<file path="src/design/point_store_radius_query_macros.svh">
// Assertion macros shared by the point store RTL.
`ifndef POINT_STORE_RADIUS_QUERY_MACROS_SVH
`define POINT_STORE_RADIUS_QUERY_MACROS_SVH

// Check that the consequent holds in the same cycle as the antecedent.
`define PSRQ_ASSERT_NOW(lbl, clk, rst, ante, cons) \
   lbl: assert property (@(posedge clk) disable iff (rst) (ante) |-> (cons)) \
      else $error("point store assertion failed");

// Check that the consequent holds in the cycle after the antecedent.
`define PSRQ_ASSERT_NEXT(lbl, clk, rst, ante, cons) \
   lbl: assert property (@(posedge clk) disable iff (rst) (ante) |=> (cons)) \
      else $error("point store assertion failed");

`endif

</file>
<file path="src/design/psrq_pkg.sv">
// Shared codes and types of the point store with radius query.
package psrq_pkg;

   localparam int FUNC_W   = 3;
   localparam int STATUS_W = 3;
   localparam int TALLY_W  = 5;
   localparam int POS_W    = 10;

   localparam logic [FUNC_W-1:0] FUNC_PUSH   = 3'd0;
   localparam logic [FUNC_W-1:0] FUNC_POP    = 3'd1;
   localparam logic [FUNC_W-1:0] FUNC_DELETE = 3'd2;
   localparam logic [FUNC_W-1:0] FUNC_RADIUS = 3'd3;
   localparam logic [FUNC_W-1:0] FUNC_COUNT  = 3'd4;
   localparam logic [FUNC_W-1:0] FUNC_LENGTH = 3'd5;

   localparam logic [STATUS_W-1:0] STAT_OK        = 3'd0;
   localparam logic [STATUS_W-1:0] STAT_EMPTY     = 3'd1;
   localparam logic [STATUS_W-1:0] STAT_FULL      = 3'd2;
   localparam logic [STATUS_W-1:0] STAT_NOT_FOUND = 3'd3;
   localparam logic [STATUS_W-1:0] STAT_NO_RANGE  = 3'd4;

   localparam logic [1:0] CELL_HOLD  = 2'd0;
   localparam logic [1:0] CELL_PUSH  = 2'd1;
   localparam logic [1:0] CELL_CLOSE = 2'd2;

   // Broadcast to every cell: what to load and from which position on.
   typedef struct packed {
      logic [1:0]       op;
      logic [POS_W-1:0] pos;
   } cell_ctl_type;

   // Head probe result of one stored point.
   typedef struct packed {
      logic valid;
      logic eq;
      logic hit;
   } probe_type;

endpackage

</file>
<file path="src/design/psrq_cell.sv">
// One storage cell of the point chain; loads from its newer or older neighbor.
module psrq_cell #(
   parameter int INDEX       = 0,
   parameter int COORD_WIDTH = 16
) (
   input  logic                         clock,
   input  psrq_pkg::cell_ctl_type       ctl,
   input  logic [COORD_WIDTH-1:0]       newer_x,
   input  logic [COORD_WIDTH-1:0]       newer_y,
   input  logic [COORD_WIDTH-1:0]       older_x,
   input  logic [COORD_WIDTH-1:0]       older_y,
   output logic [COORD_WIDTH-1:0]       x,
   output logic [COORD_WIDTH-1:0]       y
);

   localparam int PW = psrq_pkg::POS_W;

   logic [COORD_WIDTH-1:0] x_ff, x_in;
   logic [COORD_WIDTH-1:0] y_ff, y_in;

   always_comb begin
      x_in = x_ff;
      y_in = y_ff;
      case (ctl.op)
         psrq_pkg::CELL_PUSH: begin
            x_in = newer_x;
            y_in = newer_y;
         end
         psrq_pkg::CELL_CLOSE: begin
            // close up from the removed position toward the older end
            if (ctl.pos <= PW'(INDEX)) begin
               x_in = older_x;
               y_in = older_y;
            end
         end
         default: begin
            x_in = x_ff;
            y_in = y_ff;
         end
      endcase
   end

   always_ff @(posedge clock) begin
      x_ff <= x_in;
      y_ff <= y_in;
   end

   assign x = x_ff;
   assign y = y_ff;

endmodule

</file>
<file path="src/design/psrq_probe.sv">
// Head probe: squares the point at the head of the chain, then compares.
module psrq_probe #(
   parameter int COORD_WIDTH = 16
) (
   input  logic                    clock,
   input  logic                    reset,
   input  logic                    adv,
   input  logic                    smp_valid,
   input  logic [COORD_WIDTH-1:0]  head_x,
   input  logic [COORD_WIDTH-1:0]  head_y,
   input  logic [COORD_WIDTH-1:0]  qx,
   input  logic [COORD_WIDTH-1:0]  qy,
   input  logic [COORD_WIDTH-1:0]  rad,
   output psrq_pkg::probe_type     probe,
   output logic [COORD_WIDTH-1:0]  hit_x,
   output logic [COORD_WIDTH-1:0]  hit_y
);

   localparam int SQ_W = 2 * COORD_WIDTH;

   logic                   valid_ff, valid_in;
   logic                   eq_ff, eq_in;
   logic signed [SQ_W-1:0] xx_in, yy_in, lim_in;
   logic [SQ_W-1:0]        xx_ff, yy_ff, lim_ff;
   logic [COORD_WIDTH-1:0] x_ff, y_ff;
   logic [SQ_W:0]          sum;

   assign xx_in    = $signed(head_x) * $signed(head_x);
   assign yy_in    = $signed(head_y) * $signed(head_y);
   assign lim_in   = $signed(rad) * $signed(rad);
   assign valid_in = smp_valid;
   assign eq_in    = (head_x == qx) && (head_y == qy);

   always_ff @(posedge clock) begin
      if (reset) begin
         valid_ff <= 1'b0;
      end else if (adv) begin
         valid_ff <= valid_in;
      end
   end

   always_ff @(posedge clock) begin
      lim_ff <= lim_in;
      if (adv) begin
         eq_ff <= eq_in;
         xx_ff <= xx_in;
         yy_ff <= yy_in;
         x_ff  <= head_x;
         y_ff  <= head_y;
      end
   end

   assign sum = {1'b0, xx_ff} + {1'b0, yy_ff};

   assign probe.valid = valid_ff;
   assign probe.eq    = eq_ff;
   assign probe.hit   = sum <= {1'b0, lim_ff};
   assign hit_x       = x_ff;
   assign hit_y       = y_ff;

endmodule

</file>
<file path="src/design/point_store_radius_query.sv">
// Top level: bounded newest-first point store with match and radius queries.
//
//   channel   dir   tdata                           tuser               tlast
//   req_      in    px, py, radius                  func                -
//   rsp_      out   out_x, out_y, tally             status, has_point   last
//
// Push, pop and length go straight to the done state, which registers their word.
// Delete, radius query and count rotate all DEPTH cells past the head probe
// once, and no new request is taken until that rotation is done.
// Reset is synchronous: the entry count clears, cell contents stay unknown.
// While rsp_tready is low with a word held, the rotation freezes in place.
`include "point_store_radius_query_macros.svh"

module point_store_radius_query #(
   parameter int DEPTH       = 16,
   parameter int COORD_WIDTH = 16
) (
   input  logic                                  clock,
   input  logic                                  reset,
   input  logic                                  req_tvalid,
   output logic                                  req_tready,
   // px, py, radius (from bit 0 up), zero padded to bytes
   input  logic [((3*COORD_WIDTH+7)/8)*8-1:0]     req_tdata,
   // func
   input  logic [psrq_pkg::FUNC_W-1:0]            req_tuser,
   output logic                                  rsp_tvalid,
   input  logic                                  rsp_tready,
   // out_x, out_y, tally (from bit 0 up), zero padded to bytes
   output logic [((2*COORD_WIDTH+psrq_pkg::TALLY_W+7)/8)*8-1:0] rsp_tdata,
   // status, has_point (from bit 0 up)
   output logic [psrq_pkg::STATUS_W:0]            rsp_tuser,
   output logic                                  rsp_tlast
);

   localparam int CW    = COORD_WIDTH;
   localparam int SW    = $clog2(DEPTH + 1);
   localparam int IW    = $clog2(DEPTH);
   localparam int PW    = psrq_pkg::POS_W;
   localparam int TW    = psrq_pkg::TALLY_W;
   localparam int RSP_W = ((2*CW + TW + 7) / 8) * 8;
   localparam logic [SW-1:0] DEPTH_S = SW'(DEPTH);

   localparam logic [1:0] S_IDLE = 2'd0;
   localparam logic [1:0] S_WALK = 2'd1;
   localparam logic [1:0] S_DONE = 2'd2;

   logic [1:0]                    state_ff, state_in;
   logic [psrq_pkg::FUNC_W-1:0]   func_ff, func_in;
   logic [CW-1:0]                 qx_ff, qx_in, qy_ff, qy_in, rad_ff, rad_in;
   logic [SW-1:0]                 step_ff, step_in;
   logic [SW-1:0]                 count_ff, count_in;
   logic [SW-1:0]                 tally_ff, tally_in;
   logic                          found_ff, found_in;
   logic [IW-1:0]                 pos_ff, pos_in;
   logic [IW-1:0]                 spos_ff;
   logic                          pend_ff, pend_in;
   logic [CW-1:0]                 pend_x_ff, pend_x_in, pend_y_ff, pend_y_in;

   logic                          rsp_valid_ff;
   logic [psrq_pkg::STATUS_W-1:0] rsp_status_ff;
   logic                          rsp_has_ff;
   logic [CW-1:0]                 rsp_x_ff, rsp_y_ff;
   logic [TW-1:0]                 rsp_tally_ff;
   logic                          rsp_last_ff;

   logic                          emit_valid;
   logic [psrq_pkg::STATUS_W-1:0] emit_status;
   logic                          emit_has;
   logic [CW-1:0]                 emit_x, emit_y;
   logic [TW-1:0]                 emit_tally;
   logic                          emit_last;

   logic                          adv;
   logic                          accept;
   logic                          smp_valid;
   psrq_pkg::cell_ctl_type        ctl;
   psrq_pkg::probe_type           probe;
   logic [CW-1:0]                 hit_x, hit_y;
   logic [CW-1:0]                 cell_x [DEPTH];
   logic [CW-1:0]                 cell_y [DEPTH];

   assign adv        = !rsp_valid_ff || rsp_tready;
   assign req_tready = (state_ff == S_IDLE);
   assign accept     = req_tvalid && req_tready;
   assign smp_valid  = (state_ff == S_WALK) && (step_ff < count_ff);

   // Cell 0 is the newest point; cell 0 wraps to the oldest cell for rotation.
   for (genvar k = 0; k < DEPTH; k++) begin : g_cell
      if (k == 0) begin : g_head
         psrq_cell #(.INDEX(k), .COORD_WIDTH(CW)) u_cell (
            .clock   (clock),
            .ctl     (ctl),
            .newer_x (qx_ff),
            .newer_y (qy_ff),
            .older_x (cell_x[(k+1) % DEPTH]),
            .older_y (cell_y[(k+1) % DEPTH]),
            .x       (cell_x[k]),
            .y       (cell_y[k])
         );
      end else begin : g_body
         psrq_cell #(.INDEX(k), .COORD_WIDTH(CW)) u_cell (
            .clock   (clock),
            .ctl     (ctl),
            .newer_x (cell_x[k-1]),
            .newer_y (cell_y[k-1]),
            .older_x (cell_x[(k+1) % DEPTH]),
            .older_y (cell_y[(k+1) % DEPTH]),
            .x       (cell_x[k]),
            .y       (cell_y[k])
         );
      end
   end

   psrq_probe #(.COORD_WIDTH(CW)) u_probe (
      .clock     (clock),
      .reset     (reset),
      .adv       (adv),
      .smp_valid (smp_valid),
      .head_x    (cell_x[0]),
      .head_y    (cell_y[0]),
      .qx        (qx_ff),
      .qy        (qy_ff),
      .rad       (rad_ff),
      .probe     (probe),
      .hit_x     (hit_x),
      .hit_y     (hit_y)
   );

   always_comb begin
      state_in    = state_ff;
      func_in     = func_ff;
      qx_in       = qx_ff;
      qy_in       = qy_ff;
      rad_in      = rad_ff;
      step_in     = step_ff;
      count_in    = count_ff;
      tally_in    = tally_ff;
      found_in    = found_ff;
      pos_in      = pos_ff;
      pend_in     = pend_ff;
      pend_x_in   = pend_x_ff;
      pend_y_in   = pend_y_ff;
      ctl.op      = psrq_pkg::CELL_HOLD;
      ctl.pos     = '0;
      emit_valid  = 1'b0;
      emit_status = psrq_pkg::STAT_OK;
      emit_has    = 1'b0;
      emit_x      = '0;
      emit_y      = '0;
      emit_tally  = '0;
      emit_last   = 1'b0;

      case (state_ff)
         S_IDLE: begin
            if (accept) begin
               func_in  = req_tuser;
               qx_in    = req_tdata[CW-1:0];
               qy_in    = req_tdata[2*CW-1:CW];
               rad_in   = req_tdata[3*CW-1:2*CW];
               step_in  = '0;
               tally_in = '0;
               found_in = 1'b0;
               pend_in  = 1'b0;
               if (req_tuser inside {psrq_pkg::FUNC_DELETE, psrq_pkg::FUNC_RADIUS,
                                     psrq_pkg::FUNC_COUNT}) begin
                  state_in = S_WALK;
               end else if (req_tuser inside {psrq_pkg::FUNC_PUSH, psrq_pkg::FUNC_POP,
                                              psrq_pkg::FUNC_LENGTH}) begin
                  state_in = S_DONE;
               end
            end
         end
         S_WALK: begin
            if (adv) begin
               // rotate one place; after DEPTH steps the chain is back in order
               if (step_ff != DEPTH_S) begin
                  ctl.op  = psrq_pkg::CELL_CLOSE;
                  step_in = SW'(step_ff + 1'b1);
               end else begin
                  state_in = S_DONE;
               end
               if (probe.valid) begin
                  if (probe.eq) begin
                     tally_in = SW'(tally_ff + 1'b1);
                     if (!found_ff && func_ff == psrq_pkg::FUNC_DELETE) begin
                        found_in = 1'b1;
                        pos_in   = spos_ff;
                     end
                  end
                  // hold the newest hit back until the next one shows it is not last
                  if (func_ff == psrq_pkg::FUNC_RADIUS && probe.hit) begin
                     if (pend_ff) begin
                        emit_valid = 1'b1;
                        emit_has   = 1'b1;
                        emit_x     = pend_x_ff;
                        emit_y     = pend_y_ff;
                     end
                     pend_in   = 1'b1;
                     pend_x_in = hit_x;
                     pend_y_in = hit_y;
                  end
               end
            end
         end
         S_DONE: begin
            if (adv) begin
               state_in   = S_IDLE;
               pend_in    = 1'b0;
               emit_valid = 1'b1;
               emit_last  = 1'b1;
               case (func_ff)
                  psrq_pkg::FUNC_PUSH: begin
                     if (count_ff == DEPTH_S) begin
                        emit_status = psrq_pkg::STAT_FULL;
                     end else begin
                        ctl.op   = psrq_pkg::CELL_PUSH;
                        count_in = SW'(count_ff + 1'b1);
                     end
                  end
                  psrq_pkg::FUNC_POP: begin
                     if (count_ff == '0) begin
                        emit_status = psrq_pkg::STAT_EMPTY;
                     end else begin
                        ctl.op   = psrq_pkg::CELL_CLOSE;
                        count_in = SW'(count_ff - 1'b1);
                     end
                  end
                  psrq_pkg::FUNC_DELETE: begin
                     if (count_ff == '0) begin
                        emit_status = psrq_pkg::STAT_EMPTY;
                     end else if (found_ff) begin
                        ctl.op   = psrq_pkg::CELL_CLOSE;
                        ctl.pos  = PW'(pos_ff);
                        count_in = SW'(count_ff - 1'b1);
                     end else begin
                        emit_status = psrq_pkg::STAT_NOT_FOUND;
                     end
                  end
                  psrq_pkg::FUNC_RADIUS: begin
                     if (count_ff == '0) begin
                        emit_status = psrq_pkg::STAT_EMPTY;
                     end else if (pend_ff) begin
                        emit_has = 1'b1;
                        emit_x   = pend_x_ff;
                        emit_y   = pend_y_ff;
                     end else begin
                        emit_status = psrq_pkg::STAT_NO_RANGE;
                     end
                  end
                  psrq_pkg::FUNC_COUNT: begin
                     emit_tally = TW'(tally_ff);
                  end
                  psrq_pkg::FUNC_LENGTH: begin
                     emit_tally = TW'(count_ff);
                  end
                  default: begin
                     emit_valid = 1'b0;
                  end
               endcase
            end
         end
         default: begin
            state_in = S_IDLE;
         end
      endcase
   end

   always_ff @(posedge clock) begin
      if (reset) begin
         state_ff     <= S_IDLE;
         count_ff     <= '0;
         found_ff     <= 1'b0;
         pend_ff      <= 1'b0;
         rsp_valid_ff <= 1'b0;
      end else begin
         state_ff <= state_in;
         count_ff <= count_in;
         found_ff <= found_in;
         pend_ff  <= pend_in;
         if (adv) begin
            rsp_valid_ff <= emit_valid;
         end
      end
   end

   always_ff @(posedge clock) begin
      func_ff   <= func_in;
      qx_ff     <= qx_in;
      qy_ff     <= qy_in;
      rad_ff    <= rad_in;
      step_ff   <= step_in;
      tally_ff  <= tally_in;
      pos_ff    <= pos_in;
      pend_x_ff <= pend_x_in;
      pend_y_ff <= pend_y_in;
      if (adv) begin
         spos_ff <= step_ff[IW-1:0];
      end
      if (adv && emit_valid) begin
         rsp_status_ff <= emit_status;
         rsp_has_ff    <= emit_has;
         rsp_x_ff      <= emit_x;
         rsp_y_ff      <= emit_y;
         rsp_tally_ff  <= emit_tally;
         rsp_last_ff   <= emit_last;
      end
   end

   assign rsp_tvalid = rsp_valid_ff;
   assign rsp_tdata  = RSP_W'({rsp_tally_ff, rsp_y_ff, rsp_x_ff});
   assign rsp_tuser  = {rsp_has_ff, rsp_status_ff};
   assign rsp_tlast  = rsp_last_ff;

   `PSRQ_ASSERT_NEXT(a_count_moves_on_done, clock, reset, state_ff != S_DONE, $stable(count_ff))
   `PSRQ_ASSERT_NOW(a_idle_probe_empty, clock, reset, state_ff == S_IDLE, !probe.valid)
   `PSRQ_ASSERT_NOW(a_pend_radius_only, clock, reset, pend_ff, func_ff == psrq_pkg::FUNC_RADIUS && state_ff != S_IDLE)
   `PSRQ_ASSERT_NEXT(a_walk_ends, clock, reset, state_ff == S_WALK && step_ff == DEPTH_S && adv, state_ff == S_DONE)
   `PSRQ_ASSERT_NOW(a_found_delete_only, clock, reset, found_ff, func_ff == psrq_pkg::FUNC_DELETE)

endmodule

</file>
<file path="config.mk">
export PLATFORM = sky130hd
export DESIGN_NAME = point_store_radius_query
export DESIGN_NICKNAME = d
export VERILOG_FILES = /design/src/design/psrq_pkg.sv /design/src/design/psrq_cell.sv /design/src/design/psrq_probe.sv /design/src/design/point_store_radius_query.sv
export VERILOG_INCLUDE_DIRS = /design/src /design/src/design
export SDC_FILE = /design/constraint.sdc
export NUM_CORES = 2
export LEC_CHECK = 0
export ABC_AREA = 1
export BUFFER_PORTS_ARGS = -buffer_cell sky130_fd_sc_hd__buf_2
export CORE_ASPECT_RATIO = 0.9
export CORE_MARGIN = 3
export CORE_UTILIZATION = 50
export CTS_BUF_LIST = sky130_fd_sc_hd__clkbuf_8
export DETAILED_ROUTE_END_ITERATION = 6
export PLACE_DENSITY = 0.72
export SYNTH_ARGS = -nofsm -noshare
export SYNTH_HDL_FRONTEND = slang
export SYNTH_HIERARCHICAL = 1
export SYNTH_SLANG_ARGS = --single-unit
</file>
<file path="constraint.sdc">
create_clock -name clock -period 11.5 [get_ports clock]
set_clock_uncertainty 0.1 [all_clocks]
set_input_delay 2.3 -clock clock [delete_from_list [all_inputs] [get_ports clock]]
set_output_delay 2.3 -clock clock [all_outputs]
set_load 0.01 [all_outputs]
</file>
* Word level (Yosys, flattened, before mapping)
Cells that the tools add are included.
** Cells by class
- $add $sub $neg :: 5
- Mux-type cells :: 142
- Eq/ne operators :: 48
- Magnitude comparators :: 18
- Reduce and logical (&&, ||, !) cells :: 46
- Multipliers :: 3
** Operator list (number)
- 16-bit case mux with 2 select lines :: 34
- 16-bit 2-to-1 mux :: 46
- 16-bit by 16-bit multiplier with 32-bit output :: 3
- 10-bit by 4-bit less-or-equal comparator with 1-bit output (second input constant) :: 8
- 5-bit 2-to-1 mux :: 10
- 2-bit by 1-bit inequality test with 1-bit output (second input constant) :: 22
- 10-bit by 3-bit less-or-equal comparator with 1-bit output (second input constant) :: 4
- 12-bit 2-to-1 mux :: 3
- 2-bit AND reduction :: 18
- 32-bit by 32-bit adder with 33-bit output :: 1
- 33-bit by 32-bit less-or-equal comparator with 1-bit output :: 1
- 16-bit == test :: 2
- 5-bit case mux with 2 select lines :: 3
- 2-bit 2-to-1 mux :: 12
- 1-bit 2-to-1 mux :: 21
- 10-bit by 1-bit less-or-equal comparator with 1-bit output (second input constant) :: 2
- 10-bit by 2-bit less-or-equal comparator with 1-bit output (second input constant) :: 2
- 10-bit 2-to-1 mux :: 2
- 5-bit by 1-bit adder with 5-bit output (second input constant) :: 3
- 5-bit case mux with 3 select lines :: 1
- 5-bit AND reduction :: 3
- 2-bit inequality test (second input constant) :: 7
- 3-bit by 2-bit == test with 1-bit output (second input constant) :: 4
- 3-bit == test (second input constant) :: 4
- other kinds (26) :: 46
** Storage, ports and cells
- Flip-flop bits (word level) :: 795
- Bits of input ports :: 55

* Depth between registers and ports, before layout
- Depth after elaboration :: 8
- Depth in mapped cells :: 27

* Hierarchy
Netlist, hierarchy kept.
** By module, submodules not included
- psrq_probe :: cells an instance 3914, area an instance 33902.5 µm², instances 1
- psrq_cell (g_cell[0].g_head.u_cell ...) :: cells an instance 152, area an instance 1565.3 µm², instances 5
- point_store_radius_query :: cells an instance 455, area an instance 6078.3 µm², instances 1
- psrq_cell (g_cell[15].g_body.u_cell ...) :: cells an instance 154, area an instance 1570.3 µm², instances 3
- psrq_cell (g_cell[10].g_body.u_cell ...) :: cells an instance 158, area an instance 1530.2 µm², instances 2
- psrq_cell (g_cell[13].g_body.u_cell ...) :: cells an instance 155, area an instance 1520.2 µm², instances 2
- psrq_cell (g_cell[11].g_body.u_cell ...) :: cells an instance 146, area an instance 1435.1 µm², instances 2
- psrq_cell (g_cell[12].g_body.u_cell) :: cells an instance 160, area an instance 1537.7 µm², instances 1
- psrq_cell (g_cell[14].g_body.u_cell) :: cells an instance 159, area an instance 1534.0 µm², instances 1

* Worst setup path after synthesis
Ideal clock, no wire load.
- Path type :: input to register
- Start point :: input port rsp_tready
- End point :: register g_cell[10].g_body.u_cell.x_ff[0], enable pin
- Buffers on the path :: 0
- Cell stages on the path :: 7
- Data required time :: 11.011 ns
- Arrival :: 8.835 ns
- Setup slack :: 2.175 ns
- Setup time :: 0.389 ns
- Cells stage by stage :: inv_1 nand2_2 nand2_4 nor4_1 inv_2 or2_1 nand2_1
** RTL lines
- start, declared :: line point_store_radius_query.sv:27 : input logic rsp_tready,
- end signal, assigned :: line psrq_cell.sv:44 : x_ff <= x_in;
- end, declared :: line psrq_cell.sv:18 : logic [COORD_WIDTH-1:0] x_ff, x_in;

* Final worst setup path
- Start point :: register g_cell[0].g_head.u_cell.y_ff[2]
- End point :: register u_probe.yy_ff[31], data pin
** On the way
- Cells in the longest elaborated chain, start to end :: 1
** RTL lines
- start, declared :: line psrq_cell.sv:19 : logic [COORD_WIDTH-1:0] y_ff, y_in;
- start signal, assigned :: line psrq_cell.sv:45 : y_ff <= y_in;
- 16-bit by 16-bit multiplier with 32-bit output :: line psrq_probe.sv:29 : assign yy_in = $signed(head_y) * $signed(head_y);
- via u_probe.yy_in[31] :: line psrq_probe.sv:23 : logic signed [SQ_W-1:0] xx_in, yy_in, lim_in;
- end signal, assigned :: line psrq_probe.sv:47 : yy_ff <= yy_in;
- end, declared :: line psrq_probe.sv:24 : logic [SQ_W-1:0] xx_ff, yy_ff, lim_ff;
The timed path passes the listed nets, and every way through them passes these cells.
A chain may end at the register's enable or synchronous reset.

==> impl_metrics.toml <==
[sta]
grt_setup_unrepaired = "false"
worst_slew_pin_slew_ns = 1.07
fmax_ghz = 0.148
period_needed_ns = 6.74
post-route-period-util_pct = 58.6
max-slew-margin-rel_pct = 28.7
finalSetupViolations = 0
finalHoldViolations = 0
maxSlewViolCount = 0
finalSetupTns_ns = 0

[cts]
cts-htree-levels = 4
tritoncts = "yes"
clock-sinks = 790
cts_resized = 0
clockRootBuffer = "clkbuf_8"
clk_latency_ns = 0.85
cts_setup_buffers = 0
clock_path_buffers = 3
postCtsHoldBufs = 0
cts_inserted_buffers = 137
cts.clk_slew.worst_paths_ns = 0.06

[yosys]
synthMostInstantiatedCell = "nand2_1"
seq_area_frac_synth_pct = 36.1
ys_types = 64
yosys_warnings = 6
post_synth_inst_count = 6828
synth_top_area_cell = "edfxtp_1"
synthMuxAreaShare_pct = 0.0329
synth_top_cell_area_share_pct = 34.8
ys_top_cells_by_area = "edfxtp_1, fa_1, nand2_1"
synthAdderAreaFrac_pct = 28.2
synth_top_cells_by_count = "nand2_1, inv_1, edfxtp_1"
synth_xor_area_share_pct = 2.54
synth_compound_area_share_pct = 3.35
synthArstFlopShare_pct = 0
synth_edf_count = 748
post_synth_instance_area_um2 = 64600
synthSimpleGateAreaFrac_pct = 18.7
avgSynthCellArea_um2 = 9.46
synth_top_family_by_area = "adder cells"
synth_seq_cells = 790
synthFlopType = "edfxtp_1"

[setup_path]
critPathBufInv = 3
crit_required_ns = 11.96
r2r_setup_slack_ns = 4.76
reg2reg_depth = 16
crit_path_frequent_cell = "fa_1"
r2r_start = "g_cell[0].g_head.u_cell/y[2]$_DFFE_PP_"
worstPathCellList = "nand2_1 -> inv_1 -> fa_1 -> fa_1 -> inv_1 -> fa_1 -> fa_1 -> fa_1 -> fa_1 -> inv_1 -> ha_1 -> a21oi_1 -> o21ai_0 -> a221oi_1 -> o211ai_1 -> xor2_1"
rr_endpoint = "u_probe/yy_ff[31]$_DFFE_PP_"
critPathKind = "reg2reg"
crit_arrival_ns = 7.21
startpoint_type = "flip-flop"
startpoint = "g_cell[0].g_head.u_cell/y[2]$_DFFE_PP_"
cpLargestDelayFamily = "adder cells"
crit_fanout = 21
critical_path.endpoint_type = "flip-flop"
worst_path_max_delay_cell = "edfxtp_1"
cpPeakStageDelay_ns = 1.05

[layout]
area_growth_pct = 6.52
fillers = 11400
drive_gt1_share_pct = 8.22
final_nets = 8045

[die]
start_util_pct = 50.6
rows = 124
die_w_um = 385
boundaryPins = 102
chipHeight_um = 347
core_area_um2 = 128000
die-area_um2 = 133000

[global_routing]
overflow = 0
grtUsageTotal_pct = 24.6
grt_pass1_vias = 47100
grt_pass1_wl_um = 258000
antenna_found_initial = 5
grt_max_degree = 159

[worst_hold_path]
whs_path_depth = 0
min_path_type = "reg2reg"
hold_end = "pos_ff[2]$_DFFE_PP_"
hold_start = "spos_ff[2]$_DFFE_PN_"

[detailed_routing]
remaining_drc_errors = 0
dr.first_iter.drc_count = 4895
viasPerCell = 5.29
postRouteWirelength_um = 162000
drt-pass1-iter-count = 6
wl_per_cell_um = 18.5
ant_nets = 0
vias = 46300

[outcome]
status = "finished, final reports clean"

[placed_design]
dp_hpwl_um = 122000
globalplace.congestion = 0.925
io_buffers = 98

[run]
cap_violations = 0
==> worst max-delay path by stage <==
stage,end,slack [ns],depth (start not counted)
after global routing,u_probe/yy_ff[28]$_DFFE_PP_,4.49,19
after floorplan,g_cell[10].g_body.u_cell/x[0]$_DFFE_PP_,2.18,7
after CTS,u_probe/yy_ff[31]$_DFFE_PP_,4.82,16
after detailed placement,u_probe/yy_ff[28]$_DFFE_PP_,4.83,19
final,u_probe/yy_ff[31]$_DFFE_PP_,4.76,16
after global placement,u_probe/yy_ff[30]$_DFFE_PP_,4.92,19
==> layout by cell type, fill, tap and decap left out, types with 9 or more instances in the layout <==
master / synthesis / layout
a21o_1: 20 / 20
buf_2: 28 / 98
clkinv_1: 1 / 22
inv_2: 12 / 13
nand2_4: 8 / 9
buf_4: 41 / 64
xor2_1: 104 / 104
conb_1: 1 / 99
or2_2: 16 / 16
clkbuf_8: 0 / 141
a31o_2: 9 / 9
nand4_1: 44 / 44
a31oi_1: 15 / 15
nor4_1: 10 / 9
a221oi_1: 10 / 10
edfxtp_1: 748 / 748
fa_1: 700 / 700
inv_1: 1362 / 1406
nand3_1: 534 / 534
nor2_2: 33 / 33
dfxtp_1: 42 / 42
a21oi_1: 133 / 132
ha_1: 334 / 334
inv_4: 9 / 10
nand2_2: 90 / 91
nor3_1: 17 / 17
o21ai_0: 60 / 60
nand2_1: 1774 / 1772
clkinv_2: 0 / 9
xnor2_1: 83 / 83
o21ai_2: 13 / 13
nor2_1: 257 / 257
o21bai_1: 23 / 21
or2_1: 15 / 15
==> metal layers <==
metal / global-route usage (%) / wire length (um)
met3: 5.01 / 15400
met1: 36.9 / 71000
met2: 36.6 / 71900
met5: 0 / 0
met4: 6.10 / 3330
==> layout make-up <==
cell class,count,area [um2],area share [%]
clock buffer,141,1940,2.82
clock inverter,99,661,0.961
inverter,1384,5220,7.59
multi-input combinational,4479,34500,50.2
antenna,3,7.51,0.0109
tap,1701,2130,3.09
sequential,790,23300,33.9
timing repair buffer,164,1010,1.47
==> cell families after synthesis <==
| family | count (synthesis) |
|---|---|
| and+or+nand+nor | 2820 |
| buffers and inverters | 1657 |
| adders and majority gates | 1034 |
| DFF | 790 |
| AOI/OAI and AO/OA | 337 |
| xor gates and xnor gates | 187 |
| muxes | 2 |
| other | 1 |
==> flip-flops by register name (all words and copies together) (netlist names), 31 cells and up <==
signal                  count
g_cell.g_body.u_cell/x    240
u_probe/yy_ff              31
g_cell.g_body.u_cell/y    240
u_probe/lim_ff             31
u_probe/xx_ff              31
==> worst register-to-register path: stages, from the launching register on <==
cell	delay (ns)
edfxtp_1	1.05
nand2_1	0.26
inv_1	0.13
fa_1	0.57
fa_1	0.77
inv_1	0.21
fa_1	0.53
fa_1	0.58
fa_1	0.44
fa_1	0.49
inv_1	0.04
ha_1	0.33
a21oi_1	0.19
o21ai_0	0.15
a221oi_1	0.27
o211ai_1	0.19
xor2_1	0.17
==> stage by stage <==
step                      cell area (um2)  worst slack, ns  hold WS, ns  utilization, %  instances
after floorplan                     64900             2.18        0.246               -       6926
after global placement              66200             4.92        0.302            51.9       8518
after detailed placement            66200             4.83        0.305            51.9       8518
after CTS                           68800             4.82        0.279            53.9       8758
after global routing                68800             4.49        0.289            53.9       8759
final                               68800             4.76        0.285            53.9       8761
Power is not shown: default switching activity piles up to over one toggle a cycle in this logic, so the estimate is an artifact.
